File: src/design/epr_pkg.sv
// Shared constants, types and the arctangent table for the Euler point rotation block.
`default_nettype none
package epr_pkg;

	localparam int COORD_WIDTH  = 32;
	localparam int ANGLE_WIDTH  = 16;
	// Internal coordinate width: the rotated vector never exceeds sqrt(3) times the input range.
	localparam int RW           = COORD_WIDTH + 2;
	localparam int TW           = 32;
	localparam int CORDIC_STEPS = 30;
	localparam int STEP_W       = $clog2(CORDIC_STEPS);
	localparam logic signed [TW-1:0] CORDIC_GAIN = TW'(652032874);
	// Split of a coordinate magnitude into two partial products.
	localparam int LO           = (RW + 1) / 2;
	localparam int HI           = RW - LO;

	typedef struct packed {
		logic signed [TW-1:0] x;
		logic signed [TW-1:0] y;
		logic signed [TW-1:0] z;
		logic [1:0]           quad;
	} epr_cordic_t;

	typedef struct packed {
		logic signed [RW-1:0] w;
		logic signed [TW-1:0] c0;
		logic signed [TW-1:0] s0;
		logic signed [TW-1:0] c1;
		logic signed [TW-1:0] s1;
	} epr_side_t;

	// Arctangent of 2^-i in units of 2^-32 turn.
	function automatic logic signed [TW-1:0] atan_turn(input logic [STEP_W-1:0] i);
		logic signed [TW-1:0] r;
		case (i)
			5'd0:  r = 32'sd536870912;
			5'd1:  r = 32'sd316933406;
			5'd2:  r = 32'sd167458907;
			5'd3:  r = 32'sd85004756;
			5'd4:  r = 32'sd42667331;
			5'd5:  r = 32'sd21354465;
			5'd6:  r = 32'sd10679838;
			5'd7:  r = 32'sd5340245;
			5'd8:  r = 32'sd2670163;
			5'd9:  r = 32'sd1335087;
			5'd10: r = 32'sd667544;
			5'd11: r = 32'sd333772;
			5'd12: r = 32'sd166886;
			5'd13: r = 32'sd83443;
			5'd14: r = 32'sd41722;
			5'd15: r = 32'sd20861;
			5'd16: r = 32'sd10430;
			5'd17: r = 32'sd5215;
			5'd18: r = 32'sd2608;
			5'd19: r = 32'sd1304;
			5'd20: r = 32'sd652;
			5'd21: r = 32'sd326;
			5'd22: r = 32'sd163;
			5'd23: r = 32'sd81;
			5'd24: r = 32'sd41;
			5'd25: r = 32'sd20;
			5'd26: r = 32'sd10;
			5'd27: r = 32'sd5;
			5'd28: r = 32'sd3;
			5'd29: r = 32'sd1;
			default: r = '0;
		endcase
		return r;
	endfunction

endpackage
`default_nettype wire

File: src/design/epr_cordic_cell.sv
// One rotation-mode CORDIC step with its output register.
`default_nettype none
module epr_cordic_cell (
	input  wire logic                             clk,
	input  wire logic                             en,
	input  wire logic [epr_pkg::STEP_W-1:0]       step,
	input  wire epr_pkg::epr_cordic_t             d,
	output epr_pkg::epr_cordic_t                  q
);

	epr_pkg::epr_cordic_t nxt;
	logic signed [epr_pkg::TW-1:0] dx, dy, at;

	always_comb begin
		dx  = d.y >>> step;
		dy  = d.x >>> step;
		at  = epr_pkg::atan_turn(step);
		nxt = d;
		if (!d.z[epr_pkg::TW-1]) begin
			nxt.x = d.x - dx;
			nxt.y = d.y + dy;
			nxt.z = d.z - at;
		end else begin
			nxt.x = d.x + dx;
			nxt.y = d.y - dy;
			nxt.z = d.z + at;
		end
	end

	always_ff @(posedge clk) begin
		if (en) begin
			q <= nxt;
		end
	end

endmodule
`default_nettype wire

File: config.mk
export PLATFORM = sky130hd
export DESIGN_NAME = epr_cordic_cell
export DESIGN_NICKNAME = d
export VERILOG_FILES = /design/src/design/epr_pkg.sv /design/src/design/epr_cordic_cell.sv
export SDC_FILE = /design/constraint.sdc
export NUM_CORES = 1
export LEC_CHECK = 0
export BUFFER_PORTS_ARGS = -buffer_cell sky130_fd_sc_hd__buf_2
export CAP_MARGIN = 20
export CORE_UTILIZATION = 55
export CTS_BUF_LIST = sky130_fd_sc_hd__clkbuf_8
export DETAILED_ROUTE_END_ITERATION = 8
export PLACE_DENSITY = 0.85
export SLEW_MARGIN = 20
export SYNTH_ARGS = -nofsm -noshare
export SYNTH_HDL_FRONTEND = slang
export SYNTH_SLANG_ARGS = --single-unit
File: constraint.sdc
create_clock -name clk -period 13 [get_ports clk]
set_input_delay 1.3 -clock clk [delete_from_list [all_inputs] [get_ports clk]]
set_output_delay 1.3 -clock clk [all_outputs]
set_load 0.03 [all_outputs]
## Yosys cells after proc, flatten, opt, wreduce, memory -nomap -nowiden

Memories as Yosys holds them, arrays and structs flattened.
Cells that the tools add are included.

| word-level totals | value |
|---|---|
| register bits | 98 |
| memory bits (read-only) | 960 |
| bits of input ports | 105 |
| output and inout bits | 98 |
| word-level logic and storage cells | 14 |
| memories kept | 1 |

Memory list:

| name | depth | width | rd ports | clocked after Yosys merged registers in | wr ports | line | RTL |
|---|---|---|---|---|---|---|---|
| (name not given) | 32 | 30 | 1 | 0 | 0 | epr_pkg.sv:35 | `case (i)` |

| operators by class | value |
|---|---|
| $add $sub $neg | 6 |
| shift operators | 2 |
| muxes and demuxes | 1 |

Operators with widths:

| operator | count |
|---|---|
| 32-bit adder | 3 |
| 96-bit two-way mux | 1 |
| 32-bit subtractor | 3 |
| 32-bit by 5-bit >>> shifter with 32-bit output | 2 |

## Logic depth before layout (Yosys ltp)

Gate-level depths: netlist of the first run.

| depth | value |
|---|---|
| depth in word-level cells | 3 |
| depth in mapped cells | 28 |
| depth with buffers taken out | 23 |

## Least setup slack after synthesis of the first run

OpenSTA, ideal clock, no wires.

| path | value |
|---|---|
| path kind | in2reg |
| start | in step[2] in the netlist's numbering |
| end | reg q[64] in the netlist's numbering, data pin |
| library setup time | 0.137 ns |
| arrival time | 6.533 ns |
| required time | 12.863 ns |
| slack | 6.329 ns |
| stages on the path | 20 |
| buffers on the path | 2 |
| path through | buf_1 -> buf_1 -> mux4_2 -> mux2_2 -> o22a_1 -> o211ai_1 -> and3_1 -> nor3b_1 -> a21oi_1 -> xor2_1 -> ha_1 -> and3_1 -> and3_1 -> o31a_1 -> o2111a_1 -> or4_1 -> o21ai_0 -> a31oi_1 -> or4_1 -> nand4_1 |

RTL lines:

| element | line | RTL |
|---|---|---|
| from (decl) | epr_cordic_cell.sv:6 | `input wire logic [epr_pkg::STEP_W-1:0] step,` |
| to (signal assigned) | epr_cordic_cell.sv:32 | `q <= nxt;` |
| to (decl) | epr_cordic_cell.sv:8 | `output epr_pkg::epr_cordic_t q` |

==> flow_summary.json, run 1 <==
{
  "core-area_sq_um": 25910,
  "power.density_nw_per_um2": 115.8,
  "finalPower_mw": 1.829,
  "rows": 59,
  "drcViolationCount": 0,
  "antenna_found_initial": 0,
  "grt_pass1_wl_um": 73120,
  "hold_end": "q[0]",
  "synth_xor_area_frac": 0.1022,
  "drtIter0Drc": 1760,
  "crit_arrival_ps": 8430,
  "syn-cell-area_sq_um": 14480,
  "synthArstFlopShare": 0,
  "grt_max_degree": 87,
  "drive_above_1_share": 0.2051,
  "drtPass1Iterations": 6,
  "final_nets": 1946,
  "critPathLaunchType": "input pin",
  "min-delay-start": "d[0]",
  "synth_simple_gate_area_share": 0.1469,
  "crit_type": "in -> reg",
  "synth-compound-area-share": 0.2103,
  "initial_core_util": 0.5590,
  "path_cells": "buf_4 > buf_4 > inv_1 > a211o_1 > and2_1 > o211ai_1 > and3_1 > nor3b_1 > a21oi_1 > xor2_1 > ha_1 > and3_1 > and3_1 > o31a_1 > o2111a_1 > or4_1 > o21ai_0 > a31oi_1 > or4_1 > nand4_1",
  "port_buffers": 202,
  "synth_area_per_cell_sq_um": 9.138,
  "clk_pin_slew_ps": 100,
  "largest_register": "q",
  "cts_max_path_buffers": 2,
  "period_share": 0.6288,
  "setup-tns-final_ps": 0,
  "synth_fp_nets": 1810,
  "final_max_slew_viol_count": 0,
  "synth_cell_types": 82,
  "maxCapViolCount": 0,
  "rsz0062_at_grt": "false",
  "synth_top_family_by_area": "compound AO/OA/AOI/OAI gates",
  "worst_path_max_delay_cell": "buf_4",
  "synth-edff-count": 98,
  "cts_resized": 0,
  "worstSetupStartpoint": "step[2]",
  "drtAntennaViolNets": 0,
  "path_common_cell": "and3_1",
  "ctsHoldBuffers": 0,
  "h-tree-depth": 3,
  "fmax_ghz": 0.1223,
  "synthMuxAreaShare": 0.1917,
  "ir_worst_vdd_mv": 0.08268,
  "routedWlPerCell_um": 23.19,
  "required_ps": 13260,
  "cts_root_buffer": "clkbuf_8",
  "num_io_pins": 203,
  "drt-total-wl_um": 47790,
  "cp_max_fo": 86,
  "synthAdderAreaFrac": 0.1052,
  "vias": 13880,
  "finalHoldViolations": 0,
  "top_regs": "q: 98 flops",
  "place.gp.congestion": 0.9546,
  "cp-end-kind": "register",
  "crit_path_max_incr_delay_ps": 810,
  "yosysSeqAreaShare": 0.2032,
  "grt_pass1_vias": 12950,
  "dieArea_sq_um": 26990,
  "chipWidth_um": 164.3,
  "crit_buf_inv": 3,
  "p_leak_nw": 6.662,
  "synth-seq-cells": 98,
  "die_h_um": 164.3,
  "path_delay_family": "simple AND/OR/NAND/NOR gates",
  "diodes": 0,
  "period_needed_ps": 8175,
  "synth_warnings": 0,
  "worstHoldPathCells": 1,
  "area_delta_synth_final_pct": 9.027,
  "synthFlopType": "edfxtp_1",
  "setup_viol": 0,
  "grt_overflow": 0,
  "cts.sinks": 98,
  "final_common_cell": "buf_2",
  "largest_reg_flops": 98,
  "cts_made_buffers": 9,
  "status": "finished, final reports clean",
  "vias_per_cell": 6.735,
  "hpwl_um": 36240,
  "track_usage": 0.3538,
  "cts_tree": "built",
  "syn_inst": 1585,
  "final_cell_mix": "199 x buf_2, 152 x a21oi_1, 122 x nand2_1, 119 x nor2_1, 117 x ha_1",
  "max_slew.worst_pin.slew_ps": 1024,
  "hold_class": "in -> reg",
  "postCtsSetupBuffers": 0,
  "slew_headroom": 0.3113
}
## worst max-delay path by stage
stage	to	slack [ps]	depth (start not counted)
2_1_floorplan	q[64]	6330	20
3_3_place_gp	q[64]	4600	20
3_5_place_dp	q[64]	4570	20
4_1_cts	q[64]	4970	20
5_1_grt	q[64]	4430	20
6_report	q[64]	4830	20
## final cells by class
type                       instances  area (sq um)
clock buffer                       9         123.9
clock inverter                     7         70.07
fill                            2253         10120
inverter                          48         180.2
multi-input combinational       1351         10950
sequential                        98          2943
tap                              335         419.2
timing repair buffer             213          1101
## metrics by stage
step / util / cell area (sq um) / setup slack, ps / hold slack (ps) / std cells
after floorplan: - / 14480 / 6329 / 1399 / 1585
after global placement: 0.6020 / 15600 / 4597 / 1477 / 2045
after detailed placement: 0.6020 / 15600 / 4570 / 1495 / 2045
after CTS: 0.6094 / 15790 / 4970 / 1074 / 2061
after global routing: 0.6094 / 15790 / 4431 / 1070 / 2061
final: 0.6094 / 15790 / 4825 / 1087 / 2061
## routing by layer
| metal | GRT usage | vias up | share of wire |
|---|---|---|---|
| met5 | 0 | - | 0 |
| met4 | 0.1073 | 0 | 0.026 |
| met3 | 0.07500 | 103 | 0.11 |
| met2 | 0.5322 | 820 | 0.43 |
| met1 | 0.5050 | 6633 | 0.43 |
| li1 | - | 6324 | - |
## power by group
part / switching, mW / total [mW] / leakage, nW / internal (mW)
combinational: 0.706 / 1.12 / 5.60 / 0.414
clock: 0.129 / 0.218 / 0.0984 / 0.0890
sequential: 0.0198 / 0.492 / 0.959 / 0.472
total: 0.854 / 1.83 / 6.66 / 0.974
## Yosys cell counts, types with 18 or more instances
| library cell | instances | area share |
|---|---|---|
| a31oi_1 | 29 | 0.013 |
| a21o_1 | 47 | 0.024 |
| edfxtp_1 | 98 | 0.20 |
| a211oi_1 | 26 | 0.013 |
| buf_1 | 18 | 0.0047 |
| ha_1 | 117 | 0.10 |
| and3_1 | 18 | 0.0078 |
| mux2i_1 | 58 | 0.040 |
| buf_2 | 19 | 0.0066 |
| nand2b_1 | 26 | 0.011 |
| nor3_1 | 26 | 0.0090 |
| nand2_1 | 122 | 0.032 |
| and2_1 | 18 | 0.0078 |
| o21ai_0 | 54 | 0.019 |
| nor2_1 | 119 | 0.031 |
| nand3_1 | 32 | 0.011 |
| inv_1 | 45 | 0.012 |
| mux2_2 | 21 | 0.016 |
| a21oi_1 | 152 | 0.053 |
| xor2_1 | 74 | 0.045 |
| clkbuf_1 | 40 | 0.010 |
| xnor2_1 | 95 | 0.057 |
| mux4_2 | 84 | 0.13 |
## logic make-up (layout without fill, tap and decap cells)
group | after synthesis | after routing
flops | 98 | 98
compound gates | 463 | 463
xor+xnor | 169 | 169
buf+inv | 136 | 277
fa+ha+maj | 120 | 120
simple gates | 430 | 430
mux | 169 | 169
(Power assumes the default switching activity.)
==> run 2, diff against run 1 <==
--- a/config.mk
+++ b/config.mk
@@ -10,7 +10,7 @@
 export CORE_UTILIZATION = 55
 export CTS_BUF_LIST = sky130_fd_sc_hd__clkbuf_8
 export DETAILED_ROUTE_END_ITERATION = 8
-export PLACE_DENSITY = 0.85
+export PLACE_DENSITY = 0.88
 export SLEW_MARGIN = 20
 export SYNTH_ARGS = -nofsm -noshare
 export SYNTH_HDL_FRONTEND = slang
==> constraint.sdc (replaced) <==
create_clock -name clk -period 7.5 [get_ports clk]
set_input_delay 0.75 -clock clk [delete_from_list [all_inputs] [get_ports clk]]
set_output_delay 0.75 -clock clk [all_outputs]
set_load 0.03 [all_outputs]
==> run 2 against run 1 <==
Against the previous run: die area did not move; sequential share of layout area down 0.37 points; combinational power grew 77%; non-clock buffer count rose by 43; critical endpoint unchanged; largest cell class unchanged; critical path depth up 2.
==> flow_summary.json, run 2 (synthesis gave the netlist of run 1 again) <==
{
  "status": "finished, final reports clean",
  "vias_per_cell": 6.753,
  "drtPass1Iterations": 6,
  "ctsHoldBuffers": 0,
  "critPathLaunchType": "input pin",
  "cp-end-kind": "register",
  "drtIter0Drc": 1775,
  "crit_arrival_ps": 6950,
  "diodes": 0,
  "setup_viol": 0,
  "h-tree-depth": 3,
  "period_share": 0.8913,
  "grt_max_degree": 55,
  "hpwl_um": 36930,
  "slew_headroom": 0.3895,
  "die_h_um": 164.3,
  "routedWlPerCell_um": 22.67,
  "cts.sinks": 98,
  "cts_root_buffer": "clkbuf_8",
  "switching_share": 0.4708,
  "finalHoldViolations": 0,
  "grt_pass1_wl_um": 73280,
  "final_cell_mix": "199 x buf_2, 152 x a21oi_1, 122 x nand2_1, 119 x nor2_1, 117 x ha_1",
  "postCtsSetupBuffers": 0,
  "maxCapViolCount": 0,
  "cts_resized": 0,
  "place_area_sq_um": 15950,
  "cts_max_path_buffers": 2,
  "core-area_sq_um": 25910,
  "p_int_mw": 1.679,
  "antenna_found_initial": 0,
  "finalPower_mw": 3.173,
  "crit_type": "in -> reg",
  "num_io_pins": 203,
  "power.density_nw_per_um2": 196.9,
  "top_regs": "q: 98 flops",
  "p_clk_frac": 0.109,
  "largest_reg_flops": 98,
  "drtAntennaViolNets": 0,
  "vias": 14210,
  "place.gp.congestion": 1.031,
  "initial_core_util": 0.5590,
  "final_nets": 1989,
  "hold_class": "in -> reg",
  "pwr-share-seq": 0.268,
  "cts_tree": "built",
  "fmax_ghz": 0.1496,
  "grt_overflow": 0,
  "area_delta_synth_final_pct": 11.26,
  "rows": 59,
  "clk_pin_slew_ps": 100,
  "post-place-ws_ps": 479.1,
  "cts_made_buffers": 9,
  "fillers": 2179,
  "setup-tns-final_ps": 0,
  "required_ps": 7760,
  "max_slew.worst_pin.slew_ps": 915.7,
  "largest_register": "q",
  "final_common_cell": "buf_2",
  "rsz0062_at_grt": "false",
  "port_buffers": 202,
  "fin_ws_ps": 815.4,
  "period_needed_ps": 6685,
  "final_max_slew_viol_count": 0,
  "drive_above_1_share": 0.2244,
  "worstHoldPathCells": 1,
  "chipWidth_um": 164.3,
  "drt-total-wl_um": 47710,
  "dieArea_sq_um": 26990,
  "grt_pass1_vias": 13230,
  "p_switching_mw": 1.494,
  "ir_worst_vdd_mv": 0.1311,
  "p_leak_nw": 6.866,
  "track_usage": 0.3524,
  "cp_max_fo": 34,
  "combPwrFrac": 0.623,
  "postLayoutCellArea_sq_um": 16120,
  "drcViolationCount": 0
}
-- run 2: cell count changes in the layout (fill, tap and decap cells not counted), sizes merged --
cell | before | now
buf | 213 | 256
clkinvlp | 2 | 4
bufinv | 1 | 0
clkinv | 1 | 0
-- run 2: cell type report --
class	count	area (sq um)	share of cell area
clock buffer	9	123.9	0.007686
tap	335	419.2	0.02601
sequential	98	2943	0.1826
inverter	48	180.2	0.01118
timing repair buffer	256	1449	0.08991
multi-input combinational	1351	10950	0.6797
clock inverter	7	46.29	0.002873
-- run 2: worst paths after layout --
kind              startpoint  endpoint  slack [ps]
hold / removal          d[0]      q[0]         520
setup / recovery     step[0]     q[64]         820
-- run 2: through the flow --
stage	instances	hold WS [ps]	util
2_1_floorplan	1585	848.9	-
4_1_cts	2104	511.9	0.6220
5_1_grt	2104	512.4	0.6220
6_report	2104	516.7	0.6220
3_5_place_dp	2088	934.0	0.6154
3_3_place_gp	2088	925.9	0.6154
-- run 2: layer usage --
metal	part of all wire	up-vias	wire length [um]	GRT usage
met1	0.42	6733	19920	0.5027
met3	0.12	111	5718	0.07929
met2	0.44	938	20800	0.5299
li1	-	6427	-	-
met5	0	-	0	0
met4	0.027	0	1267	0.1002
-- run 2: power by group through the flow --
stage / clock (mW) / sequential (mW) / combinational [mW]
floorplan: 0 / 1.18 / 1.11
global placement: 0 / 0.859 / 1.89
detailed placement: 0 / 0.865 / 1.93
CTS: 0.351 / 0.854 / 1.94
global route: 0.368 / 0.870 / 2.13
finish: 0.346 / 0.852 / 1.98
-- run 2: worst max-delay path, cell delays in order --
cell	delay, ps
buf_4	450
buf_12	300
buf_4	300
mux4_2	550
mux2_2	300
o22a_1	200
o211ai_1	260
and3_1	340
nor3b_1	280
a21oi_1	120
xor2_1	200
ha_1	380
and3_1	250
nand3_1	100
nor3_1	60
o31a_1	320
o2111a_1	260
or4_1	490
o21ai_0	250
a31oi_1	180
or4_1	430
nand4_1	100
==> run 3, diff against run 2 <==
--- a/config.mk
+++ b/config.mk
@@ -5,7 +5,7 @@
 export SDC_FILE = /design/constraint.sdc
 export NUM_CORES = 1
 export LEC_CHECK = 0
-export BUFFER_PORTS_ARGS = -buffer_cell sky130_fd_sc_hd__buf_2
+export BUFFER_PORTS_ARGS = -buffer_cell sky130_fd_sc_hd__buf_4
 export CAP_MARGIN = 20
 export CORE_UTILIZATION = 55
 export CTS_BUF_LIST = sky130_fd_sc_hd__clkbuf_8
==> run 3 against run 2 <==
Against the previous run: first-iteration DRC count increased by 13%; worst setup slack worse by 190 ps; non-clock buffer count decreased by 11; global-route usage is 0.51 points higher; highest routed layer unchanged; clock power is 6.4% higher; clock-buffer cell count unchanged; critical endpoint unchanged; wire length up 2.1%; core utilization grew 1.7 points; maximum frequency decreased by 2.8%; design area grew 2.7%; largest cell class unchanged; sequential share of layout area is 0.48 points lower; critical path type unchanged; die area unchanged.
==> flow_summary.json, run 3 (synthesis gave the netlist of run 1 again) <==
{
  "hold_class": "in -> reg",
  "grt_max_degree": 55,
  "post-place-ws_ps": 328.2,
  "switching_share": 0.4549,
  "maxCapViolCount": 0,
  "p_clk_frac": 0.111,
  "m1WireLength_um": 20050,
  "period_needed_ps": 6875,
  "drive_above_1_share": 0.2196,
  "status": "finished, final reports clean",
  "top_layer": "met4",
  "ctsHoldBuffers": 0,
  "power.density_nw_per_um2": 199.7,
  "final_nets": 1978,
  "initial_core_util": 0.5590,
  "dieArea_sq_um": 26990,
  "wl_met3_um": 5560,
  "drtPass1Iterations": 6,
  "cts_resized": 0,
  "rsz0062_at_grt": "false",
  "setup-tns-final_ps": 0,
  "num_io_pins": 203,
  "vias_per_cell": 6.817,
  "ff_latch_area_sq_um": 2943,
  "critPathLaunchType": "input pin",
  "postCtsSetupBuffers": 0,
  "drt-total-wl_um": 48710,
  "chipWidth_um": 164.3,
  "vias": 14270,
  "ir_worst_vdd_mv": 0.1546,
  "port_buffers": 202,
  "path_common_cell": "a31oi_1",
  "setup_viol": 0,
  "track_usage": 0.3575,
  "pwr-share-seq": 0.260,
  "area_delta_synth_final_pct": 14.29,
  "rows": 59,
  "crit_type": "in -> reg",
  "p_leak_nw": 7.009,
  "routedWlPerCell_um": 23.27,
  "route.met2.wl_um": 21610,
  "required_ps": 7750,
  "p_switching_mw": 1.504,
  "grt_overflow": 0,
  "cp_max_fo": 43,
  "drtAntennaViolNets": 0,
  "grt_pass1_wl_um": 74030,
  "diodes": 0,
  "final_cell_mix": "243 x buf_4, 152 x a21oi_1, 122 x nand2_1, 119 x nor2_1, 117 x ha_1",
  "place.gp.congestion": 0.9973,
  "finalHoldViolations": 0,
  "cts_max_path_buffers": 2,
  "period_share": 0.9166,
  "cts_root_buffer": "clkbuf_8",
  "fin_ws_ps": 625.4,
  "drtIter0Drc": 2012,
  "top_regs": "q: 98 flops",
  "crit_path_max_incr_delay_ps": 550,
  "grt_pass1_vias": 13400,
  "hpwl_um": 37490,
  "p_int_mw": 1.802,
  "clk_pin_slew_ps": 110,
  "final_common_cell": "buf_4",
  "multi_input_area_sq_um": 10950,
  "finalPower_mw": 3.306,
  "largest_reg_flops": 98,
  "largest_register": "q",
  "worst_path_max_delay_cell": "buf_4",
  "final_max_slew_viol_count": 0,
  "hold_slack_ps": 517.9,
  "cp-end-kind": "register",
  "die_h_um": 164.3,
  "path_cells": "buf_4 > buf_12 > buf_4 > mux2i_1 > mux4_2 > mux4_2 > ha_1 > a31oi_1 > xor2_1 > ha_1 > a2111o_1 > a31oi_1 > nor3_1 > o31a_1 > o2111a_1 > or4_1 > o21ai_0 > a31oi_1 > or4_1 > nand4_1",
  "slew_headroom": 0.3626,
  "crit_arrival_ps": 7130,
  "cts_tree": "built",
  "worstHoldPathCells": 1,
  "fmax_ghz": 0.1455,
  "combPwrFrac": 0.628,
  "antenna_found_initial": 0,
  "cts.sinks": 98,
  "core-area_sq_um": 25910,
  "utilization": 0.6389,
  "drcViolationCount": 0,
  "cts_made_buffers": 9,
  "fillers": 2165,
  "max_slew.worst_pin.slew_ps": 952.6,
  "h-tree-depth": 3
}
run 3: per-layer routing:
| layer | global-route usage | up-vias |
|---|---|---|
| met5 | 0 | - |
| met4 | 0.1305 | 0 |
| met3 | 0.08232 | 94 |
| met2 | 0.5426 | 906 |
| met1 | 0.4948 | 6869 |
| li1 | - | 6400 |
run 3: layout make-up:
cell class              instances  area share
multi-input cells            1351      0.6618
flip-flops and latches         98      0.1778
clock buffers                   9    0.007483
inverters                      48     0.01088
clock inverters                 7    0.004157
well taps                     335     0.02532
repair buffers                245      0.1126
run 3: path summary, 6_finish.rpt:
check	start	to	slack, ps
setup / recovery	step[0]	q[64]	630
hold / removal	d[1]	q[1]	520
run 3: stage by stage:
stage | std cells | instance area [sq um]
finish | 2093 | 16550
global placement | 2077 | 16360
CTS | 2093 | 16550
floorplan | 1585 | 14480
detailed placement | 2077 | 16360
global route | 2093 | 16550
run 3: power by group through the flow:
stage	combinational [mW]	clock, mW	sequential [mW]
after floorplan	1.11	0	1.18
after global placement	1.98	0	0.870
after detailed placement	2.03	0	0.873
after CTS	2.04	0.380	0.863
after global routing	2.21	0.393	0.876
final	2.08	0.368	0.860
run 3: worst max-delay path: cells and delay by family:
kind	cells	cell delay, ps
AND/OR/NAND/NOR	4	1160
buffers and inverters	3	1210
multiplexers	3	1150
XOR/XNOR	1	240
adder cells (fa/ha/maj)	2	610
AO/OA/AOI/OAI	7	1950
